===== src/design/length_prefixed_line_deframer_macros.svh =====
// assertion macros shared by the deframer modules
// expects signals named clock and reset in the using module
`ifndef LENGTH_PREFIXED_LINE_DEFRAMER_MACROS_SVH
`define LENGTH_PREFIXED_LINE_DEFRAMER_MACROS_SVH

// checked outside reset
`define LPD_ASSERT(label, prop, msg) \
   label: assert property (@(posedge clock) disable iff (reset) prop) else $error(msg);

// checked during reset too
`define LPD_ASSERT_ALWAYS(label, prop, msg) \
   label: assert property (@(posedge clock) prop) else $error(msg);

`endif


===== src/design/lpd_pkg.sv =====
// shared types, constants and helpers of the line deframer
// no dependencies
package lpd_pkg;

   localparam int HEADER_MAX_DEF  = 32;
   localparam int COUNT_WIDTH_DEF = 24;
   localparam int MAGIC_LEN       = 7;
   localparam int IDX_W           = 6;
   localparam int CNT_W           = 7;
   localparam int QDEPTH          = 4;
   localparam int MAXBUF_W        = 24;
   localparam logic [MAXBUF_W-1:0] MAXBUF_RESET = 24'd1048576;

   localparam logic [7:0] CH_CR = 8'd13;
   localparam logic [7:0] CH_LF = 8'd10;

   localparam logic [7:0] MAGIC_TEXT [MAGIC_LEN] = '{8'h4D, 8'h43, 8'h48, 8'h41, 8'h54,
                                                    8'h31, 8'h20};

   localparam logic [1:0] KIND_TEXT    = 2'd0;
   localparam logic [1:0] KIND_FRAME   = 2'd1;
   localparam logic [1:0] KIND_BADHDR  = 2'd2;
   localparam logic [1:0] KIND_OVERRUN = 2'd3;

   typedef struct packed {
      logic [7:0] data;
      logic [1:0] kind;
      logic       end_mark;
      logic       drop;
   } item_type;

   // at most one command per accepted word: store write, store dump, then up to three results
   typedef struct packed {
      logic             wr_en;
      logic [IDX_W-1:0] wr_idx;
      logic [7:0]       wr_data;
      logic [CNT_W-1:0] dump_cnt;
      logic [1:0]       dump_kind;
      logic [1:0]       n_emit;
      item_type [2:0]   items;
   } cmd_type;

   function automatic logic is_ws(logic [7:0] b);
      return (b == 8'd32) || (b >= 8'd9 && b <= 8'd13);
   endfunction

   function automatic cmd_type put_item(cmd_type c, logic [7:0] d, logic [1:0] kd,
                                        logic e, logic dr);
      cmd_type r;
      item_type it;
      r = c;
      it.data = d;
      it.kind = kd;
      it.end_mark = e;
      it.drop = dr;
      case (c.n_emit)
         2'd0: r.items[0] = it;
         2'd1: r.items[1] = it;
         2'd2: r.items[2] = it;
         default: r.items[2] = it;
      endcase
      r.n_emit = c.n_emit + 2'd1;
      return r;
   endfunction

endpackage


===== src/design/length_prefixed_line_deframer.sv =====
// length-prefixed line deframer top level
// depends on lpd_pkg, lpd_front, lpd_queue, lpd_back
//
// input: one received byte per word, taken when req_push is high and req_full is low.
// output: a queue view; while rsp_empty is low the oldest result is on the rsp_ ports,
//    and rsp_pop takes it. byte words carry the open message's kind; an end word
//    (rsp_end_mark) closes the message, with rsp_drop_msg for whitespace-only ones.
//    rsp_last marks the final result caused by one input byte.
// config: csr_wr_en writes csr_max_buffered, the largest frame length and the
//    longest line; write it only while the block is idle.
// throughput: one byte per cycle for text and payload while req_full stays low; a word
//    yielding several results emits them one at a time in the output stage, and a
//    header dump first reads the stored bytes out of the header store one by one.
// a result passes the command queue and the output register; a dump adds the store read.
// a four-entry command queue lets the parser run ahead of the output stage;
//    req_full rises when it fills, so a stalled receiver back-pressures the input.
// reset: synchronous; clears queue, output and parse state; max_buffered returns
//    to 1048576. the header store needs no clearing.
module length_prefixed_line_deframer import lpd_pkg::*; #(
   parameter int HEADER_MAX  = HEADER_MAX_DEF,
   parameter int COUNT_WIDTH = COUNT_WIDTH_DEF
) (
   input  logic                clock,
   input  logic                reset,
   input  logic                req_push,
   input  logic [7:0]          req_rx_byte,
   output logic                req_full,
   output logic                rsp_empty,
   input  logic                rsp_pop,
   output logic [7:0]          rsp_out_byte,
   output logic [1:0]          rsp_msg_kind,
   output logic                rsp_end_mark,
   output logic                rsp_drop_msg,
   output logic                rsp_last,
   input  logic                csr_wr_en,
   input  logic [MAXBUF_W-1:0] csr_max_buffered
);
   logic    q_full, q_push, q_pop, q_empty;
   cmd_type q_cmd, q_head;

   lpd_front #(.HEADER_MAX(HEADER_MAX), .COUNT_WIDTH(COUNT_WIDTH)) u_front (
      .clock            (clock),
      .reset            (reset),
      .req_push         (req_push),
      .req_rx_byte      (req_rx_byte),
      .req_full         (req_full),
      .csr_wr_en        (csr_wr_en),
      .csr_max_buffered (csr_max_buffered),
      .q_full           (q_full),
      .q_push           (q_push),
      .q_cmd            (q_cmd)
   );

   lpd_queue u_queue (
      .clock    (clock),
      .reset    (reset),
      .push     (q_push),
      .push_cmd (q_cmd),
      .full     (q_full),
      .pop      (q_pop),
      .empty    (q_empty),
      .head     (q_head)
   );

   lpd_back #(.HEADER_MAX(HEADER_MAX)) u_back (
      .clock        (clock),
      .reset        (reset),
      .q_empty      (q_empty),
      .head         (q_head),
      .q_pop        (q_pop),
      .rsp_empty    (rsp_empty),
      .rsp_pop      (rsp_pop),
      .rsp_out_byte (rsp_out_byte),
      .rsp_msg_kind (rsp_msg_kind),
      .rsp_end_mark (rsp_end_mark),
      .rsp_drop_msg (rsp_drop_msg),
      .rsp_last     (rsp_last)
   );
endmodule


===== src/design/lpd_ram.sv =====
// generic single write port ram with registered read
// no dependencies
module lpd_ram #(
   parameter int WIDTH = 8,
   parameter int DEPTH = 39
) (
   input  logic                     clock,
   input  logic                     wr_en,
   input  logic [$clog2(DEPTH)-1:0] wr_addr,
   input  logic [WIDTH-1:0]         wr_data,
   input  logic                     rd_en,
   input  logic [$clog2(DEPTH)-1:0] rd_addr,
   output logic [WIDTH-1:0]         rd_data
);
   logic [WIDTH-1:0] mem_ff [DEPTH];
   logic [WIDTH-1:0] rd_data_ff;

   always_ff @(posedge clock) begin
      if (wr_en) begin
         mem_ff[wr_addr] <= wr_data;
      end
      if (rd_en) begin
         rd_data_ff <= mem_ff[rd_addr];
      end
   end

   assign rd_data = rd_data_ff;
endmodule


===== src/design/lpd_queue.sv =====
// command queue between parser front and output back
// depends on lpd_pkg
module lpd_queue import lpd_pkg::*; (
   input  logic    clock,
   input  logic    reset,
   input  logic    push,
   input  cmd_type push_cmd,
   output logic    full,
   input  logic    pop,
   output logic    empty,
   output cmd_type head
);
   localparam int PW = $clog2(QDEPTH);

   cmd_type         mem_ff [QDEPTH];
   logic [PW-1:0]   wr_ptr_ff, rd_ptr_ff;
   logic [PW:0]     cnt_ff, cnt_in;

   assign full  = (cnt_ff == (PW+1)'(QDEPTH));
   assign empty = (cnt_ff == '0);
   assign head  = mem_ff[rd_ptr_ff];

   always_comb begin
      cnt_in = cnt_ff;
      if (push && !pop) begin
         cnt_in = cnt_ff + 1'b1;
      end else if (pop && !push) begin
         cnt_in = cnt_ff - 1'b1;
      end
   end

   always_ff @(posedge clock) begin
      if (reset) begin
         wr_ptr_ff <= '0;
         rd_ptr_ff <= '0;
         cnt_ff    <= '0;
      end else begin
         if (push) begin
            wr_ptr_ff <= wr_ptr_ff + 1'b1;
         end
         if (pop) begin
            rd_ptr_ff <= rd_ptr_ff + 1'b1;
         end
         cnt_ff <= cnt_in;
      end
   end

   always_ff @(posedge clock) begin
      if (push) begin
         mem_ff[wr_ptr_ff] <= push_cmd;
      end
   end
endmodule


===== src/design/lpd_front.sv =====
// parser front: classifies each received word and issues at most one command for it
// depends on lpd_pkg
module lpd_front import lpd_pkg::*; #(
   parameter int HEADER_MAX  = HEADER_MAX_DEF,
   parameter int COUNT_WIDTH = COUNT_WIDTH_DEF
) (
   input  logic                clock,
   input  logic                reset,
   input  logic                req_push,
   input  logic [7:0]          req_rx_byte,
   output logic                req_full,
   input  logic                csr_wr_en,
   input  logic [MAXBUF_W-1:0] csr_max_buffered,
   input  logic                q_full,
   output logic                q_push,
   output cmd_type             q_cmd
);
   localparam int CW = COUNT_WIDTH;
   localparam logic [CNT_W-1:0] STORE_DEPTH = CNT_W'(MAGIC_LEN + HEADER_MAX);
   localparam logic [CNT_W-1:0] MLEN = CNT_W'(MAGIC_LEN);
   localparam logic [CW-1:0] CNT_MAX = '1;

   localparam logic [2:0] M_MAGIC   = 3'd0;
   localparam logic [2:0] M_HEADER  = 3'd1;
   localparam logic [2:0] M_TEXT    = 3'd2;
   localparam logic [2:0] M_RAWLONG = 3'd3;
   localparam logic [2:0] M_PAYLOAD = 3'd4;
   localparam logic [2:0] M_POST    = 3'd5;
   localparam logic [2:0] M_POSTCR  = 3'd6;

   localparam logic [2:0] PH_LEAD   = 3'd0;
   localparam logic [2:0] PH_SIGNP  = 3'd1;
   localparam logic [2:0] PH_SIGNN  = 3'd2;
   localparam logic [2:0] PH_DIGP   = 3'd3;
   localparam logic [2:0] PH_DIGN   = 3'd4;
   localparam logic [2:0] PH_TRAILP = 3'd5;
   localparam logic [2:0] PH_TRAILN = 3'd6;
   localparam logic [2:0] PH_BAD    = 3'd7;

   typedef struct packed {
      logic [2:0]    ph;
      logic [CW-1:0] acc;
   } len_type;

   function automatic len_type phase_step(len_type s, logic [7:0] b);
      len_type r;
      logic dig;
      logic [3:0] d;
      logic [CW+3:0] wide;
      r = s;
      dig = (b >= 8'h30) && (b <= 8'h39);
      d = 4'(b - 8'h30);
      wide = ({4'b0, s.acc} << 3) + ({4'b0, s.acc} << 1) + (CW+4)'(d);
      case (s.ph)
         PH_LEAD: begin
            if (!is_ws(b)) begin
               if (b == 8'h2B) r.ph = PH_SIGNP;
               else if (b == 8'h2D) r.ph = PH_SIGNN;
               else if (dig) begin
                  r.ph = PH_DIGP;
                  r.acc = CW'(d);
               end else r.ph = PH_BAD;
            end
         end
         PH_SIGNP, PH_SIGNN: begin
            if (dig) begin
               r.ph = (s.ph == PH_SIGNP) ? PH_DIGP : PH_DIGN;
               r.acc = CW'(d);
            end else r.ph = PH_BAD;
         end
         PH_DIGP, PH_DIGN: begin
            if (dig) begin
               if (wide[CW+3:CW] != 4'd0) begin
                  r.ph = PH_BAD;
                  r.acc = '0;
               end else r.acc = wide[CW-1:0];
            end else if (is_ws(b)) begin
               r.ph = (s.ph == PH_DIGP) ? PH_TRAILP : PH_TRAILN;
            end else r.ph = PH_BAD;
         end
         PH_TRAILP, PH_TRAILN: begin
            if (!is_ws(b)) r.ph = PH_BAD;
         end
         default: r.ph = PH_BAD;
      endcase
      return r;
   endfunction

   logic [2:0]          mode_ff, mode_in;
   logic [CNT_W-1:0]    hc_ff, hc_in;
   len_type             len_ff, len_in;
   logic [CW-1:0]       pl_ff, pl_in;
   logic [CW-1:0]       lc_ff, lc_in;
   logic                pcr_ff, pcr_in;
   logic                nb_ff, nb_in;
   logic [7:0]          lastb_ff, lastb_in;
   logic [MAXBUF_W-1:0] max_ff;
   logic                accept;

   always_comb begin
      logic [7:0]       b;
      logic [CNT_W-1:0] k;
      logic             do_magic, do_line, pos, neg, ok;
      logic [1:0]       lkind;
      cmd_type          c;
      mode_in  = mode_ff;
      hc_in    = hc_ff;
      len_in   = len_ff;
      pl_in    = pl_ff;
      lc_in    = lc_ff;
      pcr_in   = pcr_ff;
      nb_in    = nb_ff;
      lastb_in = lastb_ff;
      b        = req_rx_byte;
      c        = '0;
      k        = hc_ff;
      do_magic = 1'b0;
      do_line  = 1'b0;
      lkind    = KIND_TEXT;
      pos      = 1'b0;
      neg      = 1'b0;
      ok       = 1'b0;
      case (mode_ff)
         M_HEADER: begin
            if (k >= STORE_DEPTH) k = STORE_DEPTH - 1'b1;
            if (b == CH_LF) begin
               pos = (len_ff.ph == PH_DIGP) || (len_ff.ph == PH_TRAILP);
               neg = (len_ff.ph == PH_DIGN) || (len_ff.ph == PH_TRAILN);
               ok = (pos || (neg && len_ff.acc == '0))
                    && (32'(len_ff.acc) <= 32'(max_ff));
               if (ok) begin
                  pl_in  = len_ff.acc;
                  hc_in  = '0;
                  lc_in  = '0;
                  nb_in  = 1'b0;
                  pcr_in = 1'b0;
                  if (len_ff.acc == '0) begin
                     c = put_item(c, 8'd0, KIND_FRAME, 1'b1, 1'b1);
                     mode_in = M_POST;
                  end else begin
                     mode_in = M_PAYLOAD;
                  end
               end else begin
                  if (k != '0 && lastb_ff == CH_CR) k = k - 1'b1;
                  c.dump_cnt  = k;
                  c.dump_kind = KIND_BADHDR;
                  c = put_item(c, 8'd0, KIND_BADHDR, 1'b1, 1'b0);
                  mode_in = M_MAGIC;
                  hc_in   = '0;
                  lc_in   = '0;
                  pcr_in  = 1'b0;
                  nb_in   = 1'b0;
               end
            end else begin
               len_in    = phase_step(len_ff, b);
               c.wr_en   = 1'b1;
               c.wr_idx  = k[IDX_W-1:0];
               c.wr_data = b;
               lastb_in  = b;
               k = k + 1'b1;
               hc_in = k;
               if (lc_in != CNT_MAX) lc_in = lc_in + 1'b1;
               if (k >= STORE_DEPTH) begin
                  c.dump_cnt  = k - 1'b1;
                  c.dump_kind = KIND_BADHDR;
                  if (b == CH_CR) pcr_in = 1'b1;
                  else c = put_item(c, b, KIND_BADHDR, 1'b0, 1'b0);
                  mode_in = M_RAWLONG;
                  hc_in   = '0;
                  if (32'(lc_in) > 32'(max_ff)) begin
                     if (pcr_in) c = put_item(c, CH_CR, KIND_OVERRUN, 1'b0, 1'b0);
                     c = put_item(c, 8'd0, KIND_OVERRUN, 1'b1, 1'b0);
                     mode_in = M_MAGIC;
                     hc_in   = '0;
                     lc_in   = '0;
                     pcr_in  = 1'b0;
                     nb_in   = 1'b0;
                  end
               end else if (32'(lc_in) > 32'(max_ff)) begin
                  c.dump_cnt  = k;
                  c.dump_kind = KIND_OVERRUN;
                  c = put_item(c, 8'd0, KIND_OVERRUN, 1'b1, 1'b0);
                  mode_in = M_MAGIC;
                  hc_in   = '0;
                  lc_in   = '0;
                  pcr_in  = 1'b0;
                  nb_in   = 1'b0;
               end
            end
         end
         M_TEXT: begin
            do_line = 1'b1;
            lkind = KIND_TEXT;
         end
         M_RAWLONG: begin
            do_line = 1'b1;
            lkind = KIND_BADHDR;
         end
         M_PAYLOAD: begin
            c = put_item(c, b, KIND_FRAME, 1'b0, 1'b0);
            if (!is_ws(b)) nb_in = 1'b1;
            if (pl_in != '0) pl_in = pl_in - 1'b1;
            if (pl_in == '0) begin
               c = put_item(c, 8'd0, KIND_FRAME, 1'b1, !nb_in);
               nb_in   = 1'b0;
               mode_in = M_POST;
            end
         end
         M_POST: begin
            if (b == CH_CR) begin
               mode_in = M_POSTCR;
            end else begin
               mode_in = M_MAGIC;
               hc_in   = '0;
               lc_in   = '0;
               pcr_in  = 1'b0;
               nb_in   = 1'b0;
               do_magic = (b != CH_LF);
            end
         end
         M_POSTCR: begin
            mode_in = M_MAGIC;
            hc_in   = '0;
            lc_in   = '0;
            pcr_in  = 1'b0;
            nb_in   = 1'b0;
            if (b != CH_LF) begin
               mode_in = M_TEXT;
               pcr_in  = 1'b1;
               lc_in   = CW'(1);
               do_line = 1'b1;
            end
         end
         M_MAGIC: begin
            do_magic = 1'b1;
         end
         default: begin
            mode_in  = M_MAGIC;
            hc_in    = '0;
            lc_in    = '0;
            pcr_in   = 1'b0;
            nb_in    = 1'b0;
            do_magic = 1'b1;
         end
      endcase

      if (do_magic) begin
         k = hc_in;
         if (k < MLEN && b == MAGIC_TEXT[k[2:0]]) begin
            c.wr_en   = 1'b1;
            c.wr_idx  = k[IDX_W-1:0];
            c.wr_data = b;
            lastb_in  = b;
            hc_in = k + 1'b1;
            lc_in = CW'(hc_in);
            if (hc_in == MLEN) begin
               mode_in = M_HEADER;
               len_in.ph  = PH_LEAD;
               len_in.acc = '0;
            end
            if (32'(lc_in) > 32'(max_ff)) begin
               c.dump_cnt  = hc_in;
               c.dump_kind = KIND_OVERRUN;
               c = put_item(c, 8'd0, KIND_OVERRUN, 1'b1, 1'b0);
               mode_in = M_MAGIC;
               hc_in   = '0;
               lc_in   = '0;
               pcr_in  = 1'b0;
               nb_in   = 1'b0;
            end
         end else begin
            if (k > MLEN) k = '0;
            c.dump_cnt  = k;
            c.dump_kind = KIND_TEXT;
            mode_in = M_TEXT;
            hc_in   = '0;
            lc_in   = CW'(k);
            pcr_in  = 1'b0;
            nb_in   = (k != '0);
            do_line = 1'b1;
            lkind   = KIND_TEXT;
         end
      end

      if (do_line) begin
         if (b == CH_LF) begin
            c = put_item(c, 8'd0, lkind, 1'b1, (lkind == KIND_TEXT) ? !nb_in : 1'b0);
            mode_in = M_MAGIC;
            hc_in   = '0;
            lc_in   = '0;
            pcr_in  = 1'b0;
            nb_in   = 1'b0;
         end else begin
            if (pcr_in) begin
               c = put_item(c, CH_CR, lkind, 1'b0, 1'b0);
               pcr_in = 1'b0;
            end
            if (b == CH_CR) begin
               pcr_in = 1'b1;
            end else begin
               c = put_item(c, b, lkind, 1'b0, 1'b0);
               if (!is_ws(b)) nb_in = 1'b1;
            end
            if (lc_in != CNT_MAX) lc_in = lc_in + 1'b1;
            if (32'(lc_in) > 32'(max_ff)) begin
               if (pcr_in) c = put_item(c, CH_CR, KIND_OVERRUN, 1'b0, 1'b0);
               c = put_item(c, 8'd0, KIND_OVERRUN, 1'b1, 1'b0);
               mode_in = M_MAGIC;
               hc_in   = '0;
               lc_in   = '0;
               pcr_in  = 1'b0;
               nb_in   = 1'b0;
            end
         end
      end
      q_cmd = c;
   end

   assign req_full = q_full;
   assign accept   = req_push && !q_full;
   assign q_push   = accept && (q_cmd.wr_en || q_cmd.dump_cnt != '0 || q_cmd.n_emit != 2'd0);

   always_ff @(posedge clock) begin
      if (reset) begin
         mode_ff    <= M_MAGIC;
         hc_ff      <= '0;
         len_ff.ph  <= PH_LEAD;
         len_ff.acc <= '0;
         pl_ff      <= '0;
         lc_ff      <= '0;
         pcr_ff     <= 1'b0;
         nb_ff      <= 1'b0;
         max_ff     <= MAXBUF_RESET;
      end else begin
         if (accept) begin
            mode_ff <= mode_in;
            hc_ff   <= hc_in;
            len_ff  <= len_in;
            pl_ff   <= pl_in;
            lc_ff   <= lc_in;
            pcr_ff  <= pcr_in;
            nb_ff   <= nb_in;
         end
         if (csr_wr_en) begin
            max_ff <= csr_max_buffered;
         end
      end
   end

   always_ff @(posedge clock) begin
      if (accept) begin
         lastb_ff <= lastb_in;
      end
   end
endmodule


===== src/design/lpd_back.sv =====
// output back: runs queued commands, owns the header store, drives the result port
// depends on lpd_pkg, lpd_ram and the assertion macro header
`include "length_prefixed_line_deframer_macros.svh"
module lpd_back import lpd_pkg::*; #(
   parameter int HEADER_MAX = HEADER_MAX_DEF
) (
   input  logic       clock,
   input  logic       reset,
   input  logic       q_empty,
   input  cmd_type    head,
   output logic       q_pop,
   output logic       rsp_empty,
   input  logic       rsp_pop,
   output logic [7:0] rsp_out_byte,
   output logic [1:0] rsp_msg_kind,
   output logic       rsp_end_mark,
   output logic       rsp_drop_msg,
   output logic       rsp_last
);
   localparam int DEPTH = MAGIC_LEN + HEADER_MAX;
   localparam int AW = $clog2(DEPTH);

   localparam logic [1:0] ST_START = 2'd0;
   localparam logic [1:0] ST_RD    = 2'd1;
   localparam logic [1:0] ST_DV    = 2'd2;
   localparam logic [1:0] ST_EMIT  = 2'd3;

   logic [1:0]       stage_ff, stage_in;
   logic [CNT_W-1:0] di_ff, di_in;
   logic [1:0]       ei_ff, ei_in;
   logic [1:0]       ei_eff;
   logic             ram_re;
   logic [CNT_W-1:0] ram_ridx;
   logic [7:0]       ram_rdata;
   logic             out_free, emit, elast, do_items;
   item_type         eit;
   item_type         out_ff;
   logic             out_last_ff, out_valid_ff;

   lpd_ram #(.WIDTH(8), .DEPTH(DEPTH)) u_store (
      .clock   (clock),
      .wr_en   (!q_empty && stage_ff == ST_START && head.wr_en),
      .wr_addr (head.wr_idx[AW-1:0]),
      .wr_data (head.wr_data),
      .rd_en   (ram_re),
      .rd_addr (ram_ridx[AW-1:0]),
      .rd_data (ram_rdata)
   );

   assign out_free = !out_valid_ff || rsp_pop;
   assign ei_eff   = (stage_ff == ST_START) ? 2'd0 : ei_ff;
   assign do_items = (stage_ff == ST_EMIT)
                     || (stage_ff == ST_START && head.dump_cnt == '0 && head.n_emit != 2'd0);

   always_comb begin
      q_pop    = 1'b0;
      ram_re   = 1'b0;
      ram_ridx = di_ff;
      emit     = 1'b0;
      elast    = 1'b0;
      eit      = '0;
      stage_in = stage_ff;
      di_in    = di_ff;
      ei_in    = ei_ff;
      if (!q_empty) begin
         case (stage_ff)
            ST_START: begin
               if (head.dump_cnt != '0) begin
                  stage_in = ST_RD;
                  di_in    = '0;
               end else if (head.n_emit == 2'd0) begin
                  q_pop = 1'b1;
               end
            end
            ST_RD: begin
               ram_re   = 1'b1;
               stage_in = ST_DV;
            end
            ST_DV: begin
               if (out_free) begin
                  emit = 1'b1;
                  eit.data = ram_rdata;
                  eit.kind = head.dump_kind;
                  if (di_ff + 1'b1 < head.dump_cnt) begin
                     ram_re   = 1'b1;
                     ram_ridx = di_ff + 1'b1;
                     di_in    = di_ff + 1'b1;
                  end else if (head.n_emit == 2'd0) begin
                     elast    = 1'b1;
                     q_pop    = 1'b1;
                     stage_in = ST_START;
                  end else begin
                     stage_in = ST_EMIT;
                     ei_in    = 2'd0;
                  end
               end
            end
            default: ;
         endcase
         if (do_items && out_free) begin
            emit  = 1'b1;
            eit   = head.items[ei_eff];
            elast = (ei_eff == head.n_emit - 2'd1);
            if (elast) begin
               q_pop    = 1'b1;
               stage_in = ST_START;
            end else begin
               ei_in    = ei_eff + 2'd1;
               stage_in = ST_EMIT;
            end
         end
      end
   end

   always_ff @(posedge clock) begin
      if (reset) begin
         stage_ff     <= ST_START;
         di_ff        <= '0;
         ei_ff        <= '0;
         out_valid_ff <= 1'b0;
      end else begin
         stage_ff <= stage_in;
         di_ff    <= di_in;
         ei_ff    <= ei_in;
         if (emit) begin
            out_valid_ff <= 1'b1;
         end else if (rsp_pop) begin
            out_valid_ff <= 1'b0;
         end
      end
   end

   always_ff @(posedge clock) begin
      if (emit) begin
         out_ff      <= eit;
         out_last_ff <= elast;
      end
   end

   assign rsp_empty    = !out_valid_ff;
   assign rsp_out_byte = out_ff.data;
   assign rsp_msg_kind = out_ff.kind;
   assign rsp_end_mark = out_ff.end_mark;
   assign rsp_drop_msg = out_ff.drop;
   assign rsp_last     = out_last_ff;

   `LPD_ASSERT(a_dump_in_range, (stage_ff == ST_DV) |-> (di_ff < head.dump_cnt), "dump index past count")
   `LPD_ASSERT(a_busy_has_cmd, (stage_ff != ST_START) |-> !q_empty, "back busy with no command")
   `LPD_ASSERT_ALWAYS(a_reset_idle, reset |=> (stage_ff == ST_START && !out_valid_ff), "not idle after reset")
endmodule

===== config.mk =====
export PLATFORM = sky130hd
export DESIGN_NAME = length_prefixed_line_deframer
export DESIGN_NICKNAME = d
export VERILOG_FILES = /design/src/design/lpd_pkg.sv /design/src/design/length_prefixed_line_deframer.sv /design/src/design/lpd_ram.sv /design/src/design/lpd_queue.sv /design/src/design/lpd_front.sv /design/src/design/lpd_back.sv
export VERILOG_INCLUDE_DIRS = /design/src /design/src/design
export SDC_FILE = /design/constraint.sdc
export NUM_CORES = 1
export LEC_CHECK = 0
export CAP_MARGIN = 15
export CORE_UTILIZATION = 60
export CTS_CLUSTER_DIAMETER = 50
export DETAILED_ROUTE_END_ITERATION = 12
export DONT_BUFFER_PORTS = 1
export PLACE_DENSITY = 0.83
export SLEW_MARGIN = 25
export SYNTH_ARGS = -nofsm -noshare
export SYNTH_HDL_FRONTEND = slang
export SYNTH_SLANG_ARGS = --single-unit

===== constraint.sdc =====
create_clock -name clock -period 14.5 [get_ports clock]
set_input_delay 1.45 -clock clock [delete_from_list [all_inputs] [get_ports clock]]
set_output_delay 1.45 -clock clock [all_outputs]
set_load 0.005 [all_outputs]

# ---- Word-level counts from Yosys, hierarchy flattened
# Memory sizes are Yosys's and may differ from the RTL's. A register that Yosys moved wholly into a read port is not among the register bits.
# Index checks and enable logic that the tools add are counted.
dict set report op_classes {
  addsub 24
  order_cmp 15
  n_eq_ne 41
  muxes 241
  bitwise 3
  n_reduce_logical 77
}
# cell n
set op_table {}
lappend op_table {{62-bit 2-to-1 mux} 21}
lappend op_table {{24-bit 2-to-1 mux} 22}
lappend op_table {{12-bit 2-to-1 mux} 26}
lappend op_table {{38-bit 2-to-1 mux} 6}
lappend op_table {{27-bit 2-to-1 mux} 6}
lappend op_table {{7-bit 2-to-1 mux} 21}
lappend op_table {{47-bit 2-to-1 mux} 3}
lappend op_table {{62-bit one-hot mux with 2 select lines} 1}
lappend op_table {{24-bit one-hot mux with 4 select lines} 1}
lappend op_table {{37-bit 2-to-1 mux} 2}
lappend op_table {{3-bit 2-to-1 mux} 24}
lappend op_table {{24-bit one-hot mux with 3 select lines} 1}
lappend op_table {{1-bit 2-to-1 mux} 61}
lappend op_table {{24-bit by 1-bit adder with 24-bit output, second input constant} 2}
lappend op_table {{24-bit > comparator} 2}
lappend op_table {{24-bit zero test} 2}
lappend op_table {{8-bit 2-to-1 mux} 6}
lappend op_table {{24-bit != test, second input constant} 2}
lappend op_table {{24-bit one-hot mux with 2 select lines} 1}
lappend op_table {{2-bit 2-to-1 mux} 21}
lappend op_table {{27-bit by 25-bit adder with 28-bit output} 1}
lappend op_table {{28-bit by 4-bit adder with 28-bit output} 1}
lappend op_table {{7-bit nonzero test} 4}
lappend op_table {{12-bit binary-select mux with 2-bit select} 1}
lappend op_table {{64 further kinds} 163}
dict set report word_totals {
  reg_bits 151
  ramBits 560
  mem_bits_ro 64
  memories 3
}
# name depth width rd rd_clocked_by_memory_dff wr line
set mem_list {}
lappend mem_list {u_back.u_store.mem_ff 39 8 1 1 1 lpd_ram.sv:15} ;# logic [WIDTH-1:0] mem_ff [DEPTH];
lappend mem_list {u_queue.mem_ff 4 62 1 1 1 lpd_queue.sv:15} ;# cmd_type mem_ff [QDEPTH];
lappend mem_list {{(name not given)} 8 8 1 0 0 lpd_front.sv:249} ;# if (k < MLEN && b == MAGIC_TEXT[k[2:0]]) begin

# ---- Logic depth before layout (Yosys ltp)
dict set report logic_depth {
  depth_word 62
  mapped_depth 58
}

# ---- Cells and area by module
# A second synthesis with hierarchy kept.
dict set report unflattened {
  hier_cells 3261
  area_unflattened_um2 38343.0
}
# mod instances cells_per_inst area_per_inst_um2 seq_area_each_um2
set by_module_without_submodules {}
lappend by_module_without_submodules {lpd_front 1 1904 13843.3 2462.4}
lappend by_module_without_submodules {lpd_ram 1 704 12836.1 9609.2}
lappend by_module_without_submodules {lpd_queue 1 368 9445.3 7627.3}
lappend by_module_without_submodules {lpd_back 1 285 2218.4 630.6}

# ---- Worst setup path after synthesis
# Ideal clock, no wire load.
dict set report synth_path {
  path_type {reg-to-reg}
  startpoint {reg u_front.lc_ff[6]}
  endpoint {mem u_queue.mem_ff[0][0] in the netlist's numbering (enable)}
  setup_time_ns 0.426
  arrival_time_ns 11.745
  path_slack_ns 2.328
  stages_incl_launch_ff 49
  path_buffers 3
  synth_period_minus_slack_ns 12.172
  path_cell_list {dfxtp_1 buf_2 nand4_1 or4_1 buf_2 nor4_1 nand3_1 xnor2_1 ha_1 nand4_2 or3_1 or2_1 a211oi_4 nor4_4 a21boi_2 inv_2 ha_1 xnor2_1 [13 not listed] o211a_1 and3_1 buf_2 nand4_1 xnor2_1 ha_1 a21oi_1 nor2b_1 o21ai_0 nand2b_1 a21oi_1 o21ai_0 a2111oi_0 o21ai_0 a211o_1 a32oi_2 o31a_4 and2_1}
}
# item line
set synth_lines {}
lappend synth_lines {{start: declaration} lpd_front.sv:93} ;# logic [CW-1:0] lc_ff, lc_in;
lappend synth_lines {{start signal: assignment} lpd_front.sv:340} ;# lc_ff <= lc_in;
lappend synth_lines {{end: declaration} lpd_queue.sv:15}

==> impl_metrics.json <==
{
  "synth_top_family_by_area": "compound AO/OA/AOI/OAI gates",
  "synth_fa_ha_area_share_pct": 5.62,
  "synth_edf_count": 589,
  "die_y_um": 254,
  "grt_pass1_vias": 28000,
  "die_area_mm2": 0.0648,
  "netlist_area_mm2": 0.0383,
  "ys_ff_latch": 721,
  "yosysWarnings": 0,
  "cp_max_fo": 13,
  "clock_path_buffers": 3,
  "grt_use_total_pct": 34.2,
  "ys.flop_type": "edfxtp_1",
  "crit_path_top_delay_cell": "or4_1",
  "rows": 92,
  "worstSkewPairLatency_ps": 650,
  "rsz0062_at_grt": "false",
  "netSwitchingFraction_pct": 30.9,
  "die_w_um": 254,
  "finalCriticalPeriod_ps": 13580,
  "hold_path_class": "register to register",
  "ant_nets": 0,
  "yosys.area.top_type_share_pct": 46.2,
  "drtIter0Drc": 4239,
  "wl_per_cell_um": 25.9,
  "ir_drop_mv": 0.108,
  "crit_path_end_kind": "register",
  "viasPerCell": 6.97,
  "layout.cells.non_filler": 4283,
  "hpwlAfterDp_um": 72800,
  "fmax_mhz": 73.7,
  "p_switching_uw": 1810,
  "hold_viol_final": 0,
  "path_delay_family": "compound AO/OA/AOI/OAI gates",
  "core-area_mm2": 0.0631,
  "synth_common_cells": "edfxtp_1 (589), nor2_1 (336), nand2_1 (293)",
  "portBuffers": 0,
  "cts_sinks": 721,
  "synth_xor_area_share_pct": 2.06,
  "crit_required_ps": 15060,
  "finalSetupViolCount": 0,
  "relSlewSlack_pct": 24.9,
  "finalMaxSlewViolations": 0,
  "cts-root-buf": "clkbuf_16",
  "critPathArrivalTime_ps": 14140,
  "worst-path-buf-inv": 2,
  "synth_compound_area_share_pct": 14.9,
  "synth-simple-area-share_pct": 14.1,
  "vias": 29900,
  "cts_tree": "done",
  "syn_inst": 3429,
  "power_frac_comb_pct": 20.3,
  "dr.pass1.iters": 6,
  "fin_tns_setup_ps": 0,
  "start_kind": "register",
  "async_flop_share_pct": 0,
  "fin_util_pct": 66.3,
  "status": "finished, final reports clean",
  "grt_pass1_wl_um": 167000,
  "p_clk_share_pct": 35.3,
  "synth_area_leaders": "edfxtp_1 (46%), dfxtp_1 (6.9%), ha_1 (5.5%)",
  "power.leakage_uw": 0.0146,
  "slowest_delay_ps": 780,
  "seq_area_frac_synth_pct": 53.1,
  "syn_to_final_growth_pct": 9.40,
  "antenna_found_initial": 2,
  "design_area_mm2": 0.0418,
  "io_pins": 52,
  "worst_slack_ps": 922,
  "numPlacedInstances": 4135,
  "clk_transition_reported_paths_ps": 60,
  "wl_um": 111000,
  "layout.nets": 3579,
  "intPower_uw": 4040,
  "dpl_cell_area_mm2": 0.0391,
  "worstMarginPinSlew_ps": 1110,
  "grt_overflow": 0,
  "drc": 0,
  "synth_nets": 3636,
  "avgSynthCellArea_um2": 11.2,
  "drive_gt1_share_pct": 9.40,
  "htreeDepth": 3,
  "grt_max_degree": 123,
  "synth.area.mux_share_pct": 7.23,
  "drv_cap": 0,
  "power_density_mw_per_mm2": 140,
  "cts_buffers": 80,
  "path_class": "register to register",
  "synth_most_common_cell": "edfxtp_1",
  "yosys.area.top_type": "edfxtp_1",
  "initial_utilization_pct": 60.6,
  "routabilityCongestion": 1.03,
  "crit_top_cell": "ha_1",
  "fin_skew_ps": 53.8,
  "dp_slack_ps": 350,
  "cts_hold_buffers": 0,
  "period_share_pct": 93.6,
  "synthDistinctLibCells": 102,
  "sequentialPowerShare_pct": 44.4
}
## cell families after synthesis
group,Yosys count
mux,197
simple gates,1122
buf+inv,286
flops,721
fa+ha+maj,170
xor+xnor,90
compound gates,843
## power by group through the flow
stage / Clock (µW) / Sequential (µW) / Combinational, µW
6_report: 2060 / 2600 / 1190
5_1_grt: 2140 / 2610 / 1260
4_1_cts: 2070 / 2600 / 1150
3_5_place_dp: 0 / 2630 / 1120
3_3_place_gp: 0 / 2620 / 1090
2_1_floorplan: 0 / 2600 / 775
## placed cells by master, fill, tap and decap left out, types with 74 or more instances in the layout
master	n
a21oi_1	198
clkbuf_16	80
dfxtp_1	128
edfxtp_1	589
ha_1	166
inv_1	90
mux2i_1	126
nand2_1	292
nand3_1	74
nor2_1	333
nor3_1	85
o21ai_0	149
## final cells by class
class                           count  area (µm²)
Timing Repair Buffer               53         414
Sequential cell                   721       20300
Tap cell                          846        1060
Clock inverter                     54         627
Antenna cell                        1        2.50
Clock buffer                       92        2080
Multi-Input combinational cell   2422       17000
Fill cell                        4556       21200
Inverter                           94         358
## flip-flops by register name, indices dropped and copies added, names as in the netlist, named ones only
name / count
u_back.rsp_end_mark: 1
u_front.len_ff: 27
u_back.rsp_drop_msg: 1
u_back.di_ff: 7
u_back.rsp_out_byte: 8
u_queue.wr_ptr_ff: 2
u_front.pl_ff: 24
u_front.max_ff: 24
u_front.lc_ff: 24
u_back.rsp_last: 1
u_queue.mem_ff: 248
u_front.nb_ff: 1
u_back.ei_ff: 2
u_queue.cnt_ff: 3
u_front.hc_ff: 7
u_front.pcr_ff: 1
u_back.u_store.rd_data: 8
u_back.out_valid_ff: 1
u_back.stage_ff: 2
u_front.lastb_ff: 8
u_back.u_store.mem_ff: 312
u_queue.rd_ptr_ff: 2
u_back.rsp_msg_kind: 2
u_front.mode_ff: 3
## per-stage QoR
stage	power [µW]	hold WS, ps
final	5850	490
after global routing	6010	515
after CTS	5820	497
after detailed placement	3750	482
after global placement	3710	474
after floorplan	3370	460
## tightest hold or removal path, cell delays in order, from the launching register on
cell and delay [ps]:
dfxtp_1 320, mux2i_1 60, nor2_1 70
## worst paths after layout
path	startpoint	to	slack, ps	depth (start not counted)
max	u_front.lc_ff[6]	u_queue.cnt_ff[2]	920	52
min	u_front.max_ff[4]	u_front.max_ff[4]	490	2
max reg2reg	u_front.lc_ff[6]	u_queue.cnt_ff[2]	920	52
min reg2reg	u_front.max_ff[4]	u_front.max_ff[4]	490	2
## routing by layer
metal  vias up  track usage, %  part of all wire [%]  wire length (µm)
li1      13000               -                     -                 -
met1     14300            44.0                    37             41300
met2      2093            53.3                    45             50100
met3       428            7.17                    11             11900
met4         0            20.7                   6.8              7590
met5         -               0                     0                 0
## what timing repair did
action / CTS / global route
resized for setup: 0 / 9
endpoints found under the hold margin: 0 / 0
buffers inserted: 0 / 1
setup endpoints to repair: 0 / 279
Note: power is estimated with default switching activity, not from simulation.
